## config.mk

```make
export PLATFORM = sky130hd
export DESIGN_NAME = indexed_list_insert_delete
export DESIGN_NICKNAME = d
export VERILOG_FILES = /design/src/ili_pkg.sv /design/src/indexed_list_insert_delete.sv /design/src/ili_ctrl.sv /design/src/ili_datapath.sv
export SDC_FILE = /design/constraint.sdc
export NUM_CORES = 1
export LEC_CHECK = 0
export BUFFER_PORTS_ARGS = -buffer_cell sky130_fd_sc_hd__buf_2
export CAP_MARGIN = 15
export CORE_MARGIN = 2
export CORE_UTILIZATION = 30
export CTS_BUF_LIST = sky130_fd_sc_hd__clkbuf_4
export CTS_CLUSTER_DIAMETER = 120
export CTS_CLUSTER_SIZE = 28
export DETAILED_ROUTE_END_ITERATION = 8
export GPL_ROUTABILITY_DRIVEN = 0
export GPL_TIMING_DRIVEN = 0
export PLACE_DENSITY = 0.56
export SLEW_MARGIN = 10
export SYNTH_ARGS = -nofsm -noshare
export SYNTH_HDL_FRONTEND = slang
export SYNTH_HIERARCHICAL = 1
export SYNTH_SLANG_ARGS = --single-unit
```

## constraint.sdc

```tcl
create_clock -name clk -period 19.24 [get_ports clk]
set_input_delay 2.886 -clock clk [delete_from_list [all_inputs] [get_ports clk]]
set_output_delay 2.886 -clock clk [all_outputs]
set_load 0.02 [all_outputs]
```

## src/ili_pkg.sv

```systemverilog
package ili_pkg;

  localparam int CAPACITY = 16;
  localparam int IDX_W    = $clog2(CAPACITY);
  localparam int CNT_W    = 5;
  localparam int POS_W    = 6;
  localparam int DATA_W   = 32;

  typedef logic signed [DATA_W-1:0] data_t;

  localparam data_t NO_VALUE = -32'sd1;

  typedef enum logic [2:0] {
    MODE_READ = 3'd0,
    MODE_HEAD = 3'd1,
    MODE_TAIL = 3'd2,
    MODE_AT   = 3'd3,
    MODE_DEL  = 3'd4
  } mode_t;

  typedef enum logic [1:0] {
    STAT_DONE  = 2'd0,
    STAT_RANGE = 2'd1,
    STAT_FULL  = 2'd2
  } status_t;

  // Controller to datapath: execute the request on the input ports this cycle.
  typedef struct packed {
    logic exec;
  } dp_cmd_t;

endpackage

```

## src/indexed_list_insert_delete.sv

```systemverilog
// Ordered list of up to 16 signed 32-bit values, packed at positions 0..count-1.
// Input channel (in_valid / in_stall): one request carries in_mode (read, insert
// at head, append at tail, insert before a position, delete at a position),
// in_position and in_new_value.
// Result channel (out_valid / out_stall): one result per request with the value
// read (-1 when not a valid read), a status (done, position out of range, list
// full) and the count after the request.
// Latency: the result is valid the cycle after the request is accepted.
// Throughput: one request per cycle unless a held result is stalled by out_stall;
// the whole list is a row of registers that shifts by one place at once, so no operation iterates.
// The result sits in an output register; a new request is taken while the
// receiver stalls only if the held result is not blocked, i.e. in_stall rises
// when a result is held and out_stall is high.
// Reset (rst_n low, synchronous) empties the list and drops any held result;
// stored values are not cleared, as positions at or above the count are never
// read.
module indexed_list_insert_delete (
  input  logic                            clk,
  input  logic                            rst_n,
  input  logic                            in_valid,
  output logic                            in_stall,
  input  logic [2:0]                      in_mode,
  input  logic [ili_pkg::POS_W-1:0]       in_position,
  input  logic signed [ili_pkg::DATA_W-1:0] in_new_value,
  output logic                            out_valid,
  input  logic                            out_stall,
  output logic signed [ili_pkg::DATA_W-1:0] out_read_value,
  output logic [1:0]                      out_status,
  output logic [ili_pkg::CNT_W-1:0]       out_count
);

  ili_pkg::dp_cmd_t cmd;

  ili_ctrl u_ctrl (
    .clk       (clk),
    .rst_n     (rst_n),
    .in_valid  (in_valid),
    .in_stall  (in_stall),
    .out_valid (out_valid),
    .out_stall (out_stall),
    .cmd       (cmd)
  );

  ili_datapath u_dp (
    .clk            (clk),
    .rst_n          (rst_n),
    .cmd            (cmd),
    .in_mode        (in_mode),
    .in_position    (in_position),
    .in_new_value   (in_new_value),
    .out_read_value (out_read_value),
    .out_status     (out_status),
    .out_count      (out_count)
  );

endmodule

```

## src/ili_ctrl.sv

```systemverilog
module ili_ctrl (
  input  logic            clk,
  input  logic            rst_n,
  input  logic            in_valid,
  output logic            in_stall,
  output logic            out_valid,
  input  logic            out_stall,
  output ili_pkg::dp_cmd_t cmd
);

  typedef enum logic {
    ST_IDLE,
    ST_HOLD
  } state_t;

  state_t state_r;
  state_t state_nxt;
  logic   accept;

  // Take a new request when no result is held, or when the held result leaves in the same cycle.
  assign in_stall  = (state_r == ST_HOLD) && out_stall;
  assign accept    = in_valid && !in_stall;
  assign cmd.exec  = accept;
  assign out_valid = (state_r == ST_HOLD);

  always_comb begin
    state_nxt = state_r;
    case (state_r)
      ST_IDLE: begin
        if (accept) state_nxt = ST_HOLD;
      end
      ST_HOLD: begin
        if (accept) state_nxt = ST_HOLD;
        else if (!out_stall) state_nxt = ST_IDLE;
      end
      default: state_nxt = ST_IDLE;
    endcase
  end

  always_ff @(posedge clk) begin
    if (!rst_n) begin
      state_r <= ST_IDLE;
    end else begin
      state_r <= state_nxt;
    end
  end

endmodule

```

## src/ili_datapath.sv

```systemverilog
module ili_datapath (
  input  logic                            clk,
  input  logic                            rst_n,
  input  ili_pkg::dp_cmd_t                cmd,
  input  logic [2:0]                      in_mode,
  input  logic [ili_pkg::POS_W-1:0]       in_position,
  input  logic signed [ili_pkg::DATA_W-1:0] in_new_value,
  output logic signed [ili_pkg::DATA_W-1:0] out_read_value,
  output logic [1:0]                      out_status,
  output logic [ili_pkg::CNT_W-1:0]       out_count
);

  ili_pkg::data_t                entries_r   [ili_pkg::CAPACITY];
  ili_pkg::data_t                entries_nxt [ili_pkg::CAPACITY];
  logic [ili_pkg::CNT_W-1:0]     count_r;
  logic [ili_pkg::CNT_W-1:0]     count_nxt;
  ili_pkg::data_t                rd_r;
  ili_pkg::data_t                rd_nxt;
  ili_pkg::status_t              st_r;
  ili_pkg::status_t              st_nxt;
  logic [ili_pkg::POS_W-1:0]     cnt_ext;
  logic [ili_pkg::POS_W-1:0]     ins_pos;
  logic                          do_ins;

  assign cnt_ext = ili_pkg::POS_W'(count_r);

  always_comb begin
    entries_nxt = entries_r;
    count_nxt   = count_r;
    rd_nxt      = ili_pkg::NO_VALUE;
    st_nxt      = ili_pkg::STAT_DONE;
    ins_pos     = '0;
    do_ins      = 1'b0;

    case (ili_pkg::mode_t'(in_mode))
      ili_pkg::MODE_READ: begin
        if (in_position < cnt_ext) rd_nxt = entries_r[in_position[ili_pkg::IDX_W-1:0]];
        else st_nxt = ili_pkg::STAT_RANGE;
      end
      ili_pkg::MODE_HEAD: begin
        do_ins  = 1'b1;
        ins_pos = '0;
      end
      ili_pkg::MODE_TAIL: begin
        do_ins  = 1'b1;
        ins_pos = cnt_ext;
      end
      ili_pkg::MODE_AT: begin
        do_ins  = 1'b1;
        ins_pos = in_position;
      end
      ili_pkg::MODE_DEL: begin
        if (in_position >= cnt_ext) begin
          st_nxt = ili_pkg::STAT_RANGE;
        end else begin
          // Pull every cell from the position up to the second-to-last down by one; the last cell keeps its value.
          for (int i = 0; i < ili_pkg::CAPACITY - 1; i++) begin
            if (ili_pkg::POS_W'(i) >= in_position)
              entries_nxt[ili_pkg::IDX_W'(i)] = entries_r[ili_pkg::IDX_W'(i + 1)];
          end
          count_nxt = count_r - 1'b1;
        end
      end
      default: ;
    endcase

    if (do_ins) begin
      if (ins_pos > cnt_ext) begin
        st_nxt = ili_pkg::STAT_RANGE;
      end else if (count_r == ili_pkg::CNT_W'(ili_pkg::CAPACITY)) begin
        st_nxt = ili_pkg::STAT_FULL;
      end else begin
        // Push cells after the position up by one, drop the new value in place.
        for (int i = 0; i < ili_pkg::CAPACITY; i++) begin
          if (ili_pkg::POS_W'(i) == ins_pos)
            entries_nxt[ili_pkg::IDX_W'(i)] = in_new_value;
          else if (ili_pkg::POS_W'(i) > ins_pos)
            entries_nxt[ili_pkg::IDX_W'(i)] =
              entries_r[ili_pkg::IDX_W'((i > 0) ? i - 1 : 0)];
        end
        count_nxt = count_r + 1'b1;
      end
    end
  end

  always_ff @(posedge clk) begin
    if (cmd.exec) begin
      entries_r <= entries_nxt;
      rd_r      <= rd_nxt;
      st_r      <= st_nxt;
    end
  end

  always_ff @(posedge clk) begin
    if (!rst_n) begin
      count_r <= '0;
    end else if (cmd.exec) begin
      count_r <= count_nxt;
    end
  end

  assign out_read_value = rd_r;
  assign out_status     = st_r;
  assign out_count      = count_r;

endmodule

```

; ---- Word-level counts from Yosys, hierarchy flattened
; Index checks and enable logic that the tools add are counted.
[word_totals]
reg_bits = 296
latchBits = 0
ramBits = 0
mem_bits_ro = 0
output_inout_bits = 41
word_cells = 106
n_memories = 0
[op_classes]
add_sub_neg = 2
mul = 0
div = 0
order_cmp = 20
n_eq_ne = 13
shifts = 0
mux = 49
n_bitwise = 2
reduce_logical = 8
[ops]
columns = op, n
row1 = $mux W256, 5
row2 = $mux W32, 26
row3 = $bmux W32 S4, 1
row4 = $mux W5, 5
row5 = $eq A3 B6 Y1 const A, 4
row6 = $ge A3 B6 Y1 const A, 4
row7 = $gt A3 B6 Y1 const A, 4
row8 = $eq A2 B6 Y1 const A, 2
row9 = $ge A1 B6 Y1 const A, 2
row10 = $ge A2 B6 Y1 const A, 2
row11 = $gt A1 B6 Y1 const A, 2
row12 = $gt A2 B6 Y1 const A, 2
row13 = $pmux W6 S2, 1
row14 = $eq A1 B6 Y1 const A, 1
row15 = $eq A3 B2 Y1 const B, 2
row16 = $ge A6 B5 Y1, 1
row17 = $gt A6 B5 Y1, 1
row18 = $logic_not A6 Y1, 1
row19 = $lt A6 B5 Y1, 1
row20 = $mux W1, 6
row21 = $mux W2, 3
row22 = $add A5 B1 Y5 const B, 1
row23 = $eq A5 B5 Y1 const B, 1
row24 = $ge A5 B5 Y1 const B, 1
row25 = other kinds (13), 15

; ---- Depth between registers and ports, before layout
[depth]
ltp_word = 9
ltp_mapped = 16
depth_no_buf = 10

; ---- Hierarchy
; Netlist, hierarchy kept.
[modules_own_cells]
columns = mod, instances, cells_each, area_each_um2, seq_area_each_um2
row1 = ili_datapath, 1, 1758, 18773.0, 8808.4
row2 = ili_ctrl, 1, 4, 42.5, 20.0

; ---- Worst setup path after synthesis
; No wires, ideal clock.
[synth_timing]
path_type = input -> register
from = input port out_stall
to = register u_dp/entries_r[256] (netlist name) (enable)
setup_time_ps = 461
t_arrival_ps = 18968
slack_ps = -189
stages = 4
path_cell_list = and2_4 -> nor2b_1 -> clkinv_1 -> nor3_1
[synth_via]
elab_chain_len = 3
[synth_lines]
columns = item, line
row1 = start: declaration, indexed_list_insert_delete.sv:26  ; input logic out_stall,
row2 = $logic_and A1 B1 Y1, ili_ctrl.sv:21  ; assign in_stall = (state_r == ST_HOLD) && out_stall;
row3 = $logic_not A1 Y1, ili_ctrl.sv:22  ; assign accept = in_valid && !in_stall;
row4 = $logic_and A1 B1 Y1, ili_ctrl.sv:22
row5 = net cmd, indexed_list_insert_delete.sv:32  ; ili_pkg::dp_cmd_t cmd;
row6 = end signal: assignment, ili_datapath.sv:88  ; entries_r <= entries_nxt;
row7 = end: declaration, ili_datapath.sv:13  ; ili_pkg::data_t entries_r [ili_pkg::CAPACITY];
; The timed path passes the listed nets, and every way through them passes these cells.
; A chain may end at the register's enable or synchronous reset.

==> impl_summary.md <==
Routing
The average wire per standard cell is 24.8 um. The average vias per placed instance is 5.97. The iteration count of the initial detailed-routing pass is 6. Across all layers, the routed design uses 16100 vias. In this run the remaining antenna-violating nets after routing total 0. The wire length after detailed routing is 66700 um.

The number of design-rule violations left by the first detailed-router iteration is 1857. For this run, design rule violations remaining after detail routing come to 0.

Place
The instance area after placement is 20400 um2. The sum of net half-perimeters after detailed placement is 47900 um. The count of buffers added on input and output ports is 51. The pre-CTS worst setup slack is 11.24 ns.

Logic synthesis
The fraction of synthesized cell area taken by the top area cell type is 0.463. Counting every net in the synthesized netlist gives 1818. Ranked by total cell area, the synthesized netlist is headed by sky130_fd_sc_hd__edfxtp_1 46%, sky130_fd_sc_hd__mux2i_1 8.8%, sky130_fd_sc_hd__mux4_2 7.7%.

The compound-cell area share of the yosys netlist is 0.195. After synthesis the netlist holds a flip-flop and latch count of 296. The combinational family with the most area after synthesis is compound AO/OA/AOI/OAI gates.

Synthesis produced a netlist whose cell count is 1762. The average cell area after synthesis is 10.7 um2. Of the total synthesized cell area, the portion taken by AND, OR, NAND and NOR gates is 0.0962. Of the total synthesized cell area, the portion taken by XOR and XNOR cells is 0. Of the synthesized area, sequential elements account for 0.469.

The area share of fa/ha/maj cells after synthesis is 0.00731. The synthesized netlist contains 59 unique library cells. The total of warnings raised by yosys is 6. The cell type with the largest total area after synthesis is sky130_fd_sc_hd__edfxtp_1.

After synthesis, the share of cell area in mux cells is 0.185. In this run the cell area of the synthesized design comes to 18800 um2.

Pwr
The static leakage is 0.00687 uW. The power spent charging and discharging nets is 549 uW. Cell internal power was estimated by the tool at 1040 uW. The clock network fraction of design power is 0.161.

For this design the ratio of total power to cell area is 77.3 nW/um2. Of the total power, registers draw 0.565. The share of total power consumed by net switching is 0.345. The peak supply drop is 0.0377 mV.

The share of total power dissipated in combinational logic is 0.274.

Die
In this run the vertical extent of the chip is 254 um. The die covers 64700 um2. The placeable core region is 61800 um2.

The number of placed I/O pins is 86. The initial core utilization is 0.304. The initialized floorplan defines 91 standard-cell rows.

The die is 254 um wide.

Critical path
The setup path with the least slack is of type in2reg. At the worst endpoint, the arrival time is 7.77 ns. The worst flop-to-flop path startpoint is u_dp/out_count[0]$_SDFFE_PN0P_. The top fanout value on the critical path is 10. The required time at the endpoint of the critical path is 19.81 ns. The sort of element at the end of the critical path is a register. The critical path starts at in_position[0].

The element type at the critical path start is a primary input.

CTS
The cell at the root of the clock tree is sky130_fd_sc_hd__clkbuf_4. The clock slew at the register clock pins of the worst setup and hold paths is 0.30 ns. TritonCTS built the clock tree.

In this run the post-CTS setup repair buffer count came out at 0. CTS built an H-tree with a depth of 1. The clock reaches the later pin of the worst-skew pair after 0.85 ns. The number of buffers created by CTS is 14. Counting along the longest clock path gives a buffer depth of 3. Once the clock tree was built, the resizer swapped 0 gates to a different size.

The clock sink count is 296. The count of hold buffers inserted by post-cts repair is 0.

Timing
Between clock sinks in the finished design, the worst skew comes to 0.0618 ns. Summed over all failing endpoints, the final setup total negative slack is 0 ns. Setup repair after global routing left no endpoint under its margin. The worst path setup slack after routing is 12.03 ns. The clock period minus worst slack is 7.21 ns. The number of slew-limit violations in the final report is 0.

In this run the tightest slew margin relative to its limit is 0.271. Timing would allow up to 139 MHz. The number of endpoints with negative hold slack in the final report is 0. At the pin with the least slew margin, the transition time is 1.09 ns. Setup violations remaining at the end of the flow were counted as 0. The ratio of final minimum period to clock period is 0.375.

Layout
The most common cell after layout, fill and taps aside is sky130_fd_sc_hd__nand2_1. Of the cells placed in the final design, the portion with a size suffix greater than 1 is 0.145. The finished cells cover 20600 um2. In the layout the commonest cells are 306 x sky130_fd_sc_hd__nand2_1, 290 x sky130_fd_sc_hd__edfxtp_1, 165 x sky130_fd_sc_hd__mux2i_1. The post-synthesis to final-layout area growth is 9.34%. In the final design database the tool counted 1900 nets. The number of inserted filler cells in the final layout is 6277.

Global route
Across every metal layer, demand over resource in global routing totals 0.201. The first-pass GRT wire length is 100000 um. The sum of overflow across all layers after global routing is 0. Entering global routing, the biggest net connects 33 pins. The initial antenna violation count is 6. The via count of the first global-routing pass is 15700.

Job
The count of maximum capacitance violations is 0.

Worst hold path
The beginning of the worst hold path is u_dp/out_count[3]$_SDFFE_PN0P_. The class of the most critical hold timing path is reg2reg.

Status
The run finished with clean final reports.
[registers in the layout (all words and copies together) (netlist names)]
| name | flops |
|---|---|
| u_ctrl/out_valid | 1 |
| u_dp/entries_r | 256 |
| u_dp/out_count | 5 |
| u_dp/out_read_value | 32 |
| u_dp/out_status | 2 |
[per-layer routing]
layer,share of wire,global-route usage
met5,0.00060,0
met4,0.039,0.0832
met3,0.079,0.0312
met2,0.47,0.330
met1,0.41,0.263
[logic make-up after synthesis]
logic type	Yosys count
AO/OA/AOI/OAI	555
buffers and inverters	208
multiplexers	264
adder cells (fa/ha/maj)	11
AND/OR/NAND/NOR	428
flip-flops	296
[cell type report]
cell class	instances	area, um2	area share
repair buffers	66	523	0.0254
well taps	837	1050	0.0509
plain buffers	196	835	0.0406
flip-flops and latches	296	8830	0.429
inverters	12	45.0	0.00219
clock inverters	2	15.0	0.000730
multi-input cells	1258	9130	0.444
clock buffers	18	135	0.00657
diodes	7	17.5	0.000851
[synthesized netlist by cell type, drive strengths merged]
| library cell | number |
|---|---|
| a31oi | 35 |
| mux2 | 35 |
| a221o | 1 |
| o22ai | 96 |
| a311oi | 2 |
| nand3 | 7 |
| ha | 11 |
| o2111a | 1 |
| mux4 | 64 |
| o211ai | 4 |
| nor2b | 4 |
| nand4b | 1 |
| nand4 | 2 |
| clkbuf | 119 |
| or2 | 1 |
| nor3 | 8 |
| a21o | 3 |
| dfxtp | 6 |
| o21bai | 1 |
| a21oi | 135 |
| o311a | 1 |
| and2 | 3 |
| nand2b | 2 |
| o2111ai | 1 |
| a32oi | 65 |
| and4 | 1 |
| clkinv | 1 |
| nand2 | 307 |
| nor4 | 3 |
| o21ai | 71 |
| a22oi | 65 |
| nor2 | 46 |
| buf | 77 |
| inv | 11 |
| edfxtp | 290 |
| o41ai | 1 |
| and3 | 39 |
| o21a | 34 |
| mux2i | 165 |
| o21ba | 1 |
| a211oi | 37 |
| or3 | 4 |
| a211o | 1 |
[power by group through the flow]
stage / combinational, uW / sequential, uW / clock, uW
floorplan: 298 / 887 / 0
global placement: 408 / 918 / 0
detailed placement: 429 / 909 / 0
CTS: 429 / 895 / 263
global route: 469 / 907 / 278
finish: 436 / 898 / 256
[metrics by stage]
| step | utilization | std cells | total power (uW) | hold slack, ns |
|---|---|---|---|---|
| floorplan | - | 1762 | 1180 | 0.593 |
| global placement | 0.325 | 2650 | 1330 | 0.568 |
| detailed placement | 0.330 | 2665 | 1340 | 0.576 |
| CTS | 0.332 | 2685 | 1590 | 0.605 |
| global route | 0.333 | 2686 | 1650 | 0.663 |
| finish | 0.333 | 2692 | 1590 | 0.611 |
[path summary, 6_finish.rpt]
| path | end | cells past startpoint | slack [ns] |
|---|---|---|---|
| worst max-delay path | u_dp/entries_r[274]$_DFFE_PP_ | 16 | 12.03 |
| worst min-delay path | u_dp/out_count[3]$_SDFFE_PN0P_ | 2 | 0.61 |
| worst max register to register | u_dp/entries_r[274]$_DFFE_PP_ | 15 | 14.12 |
| worst min register to register | u_dp/out_count[3]$_SDFFE_PN0P_ | 2 | 0.61 |
[critical path, stage by stage]
cell and delay (ns):
sky130_fd_sc_hd__clkbuf_1 0.35, sky130_fd_sc_hd__mux2_2 0.56, sky130_fd_sc_hd__nand2_1 0.28, sky130_fd_sc_hd__buf_2 0.37, sky130_fd_sc_hd__buf_1 0.66, sky130_fd_sc_hd__ha_1 0.27
sky130_fd_sc_hd__inv_1 0.04, sky130_fd_sc_hd__a21o_1 0.15, sky130_fd_sc_hd__a221o_1 0.35, sky130_fd_sc_hd__a32oi_4 0.44, sky130_fd_sc_hd__a21oi_2 0.14, sky130_fd_sc_hd__clkbuf_1 0.34
sky130_fd_sc_hd__nor3_2 0.26, sky130_fd_sc_hd__buf_4 0.23, sky130_fd_sc_hd__buf_6 0.19, sky130_fd_sc_hd__buf_4 0.23
No activity file was read; power rests on OpenSTA's default activity.
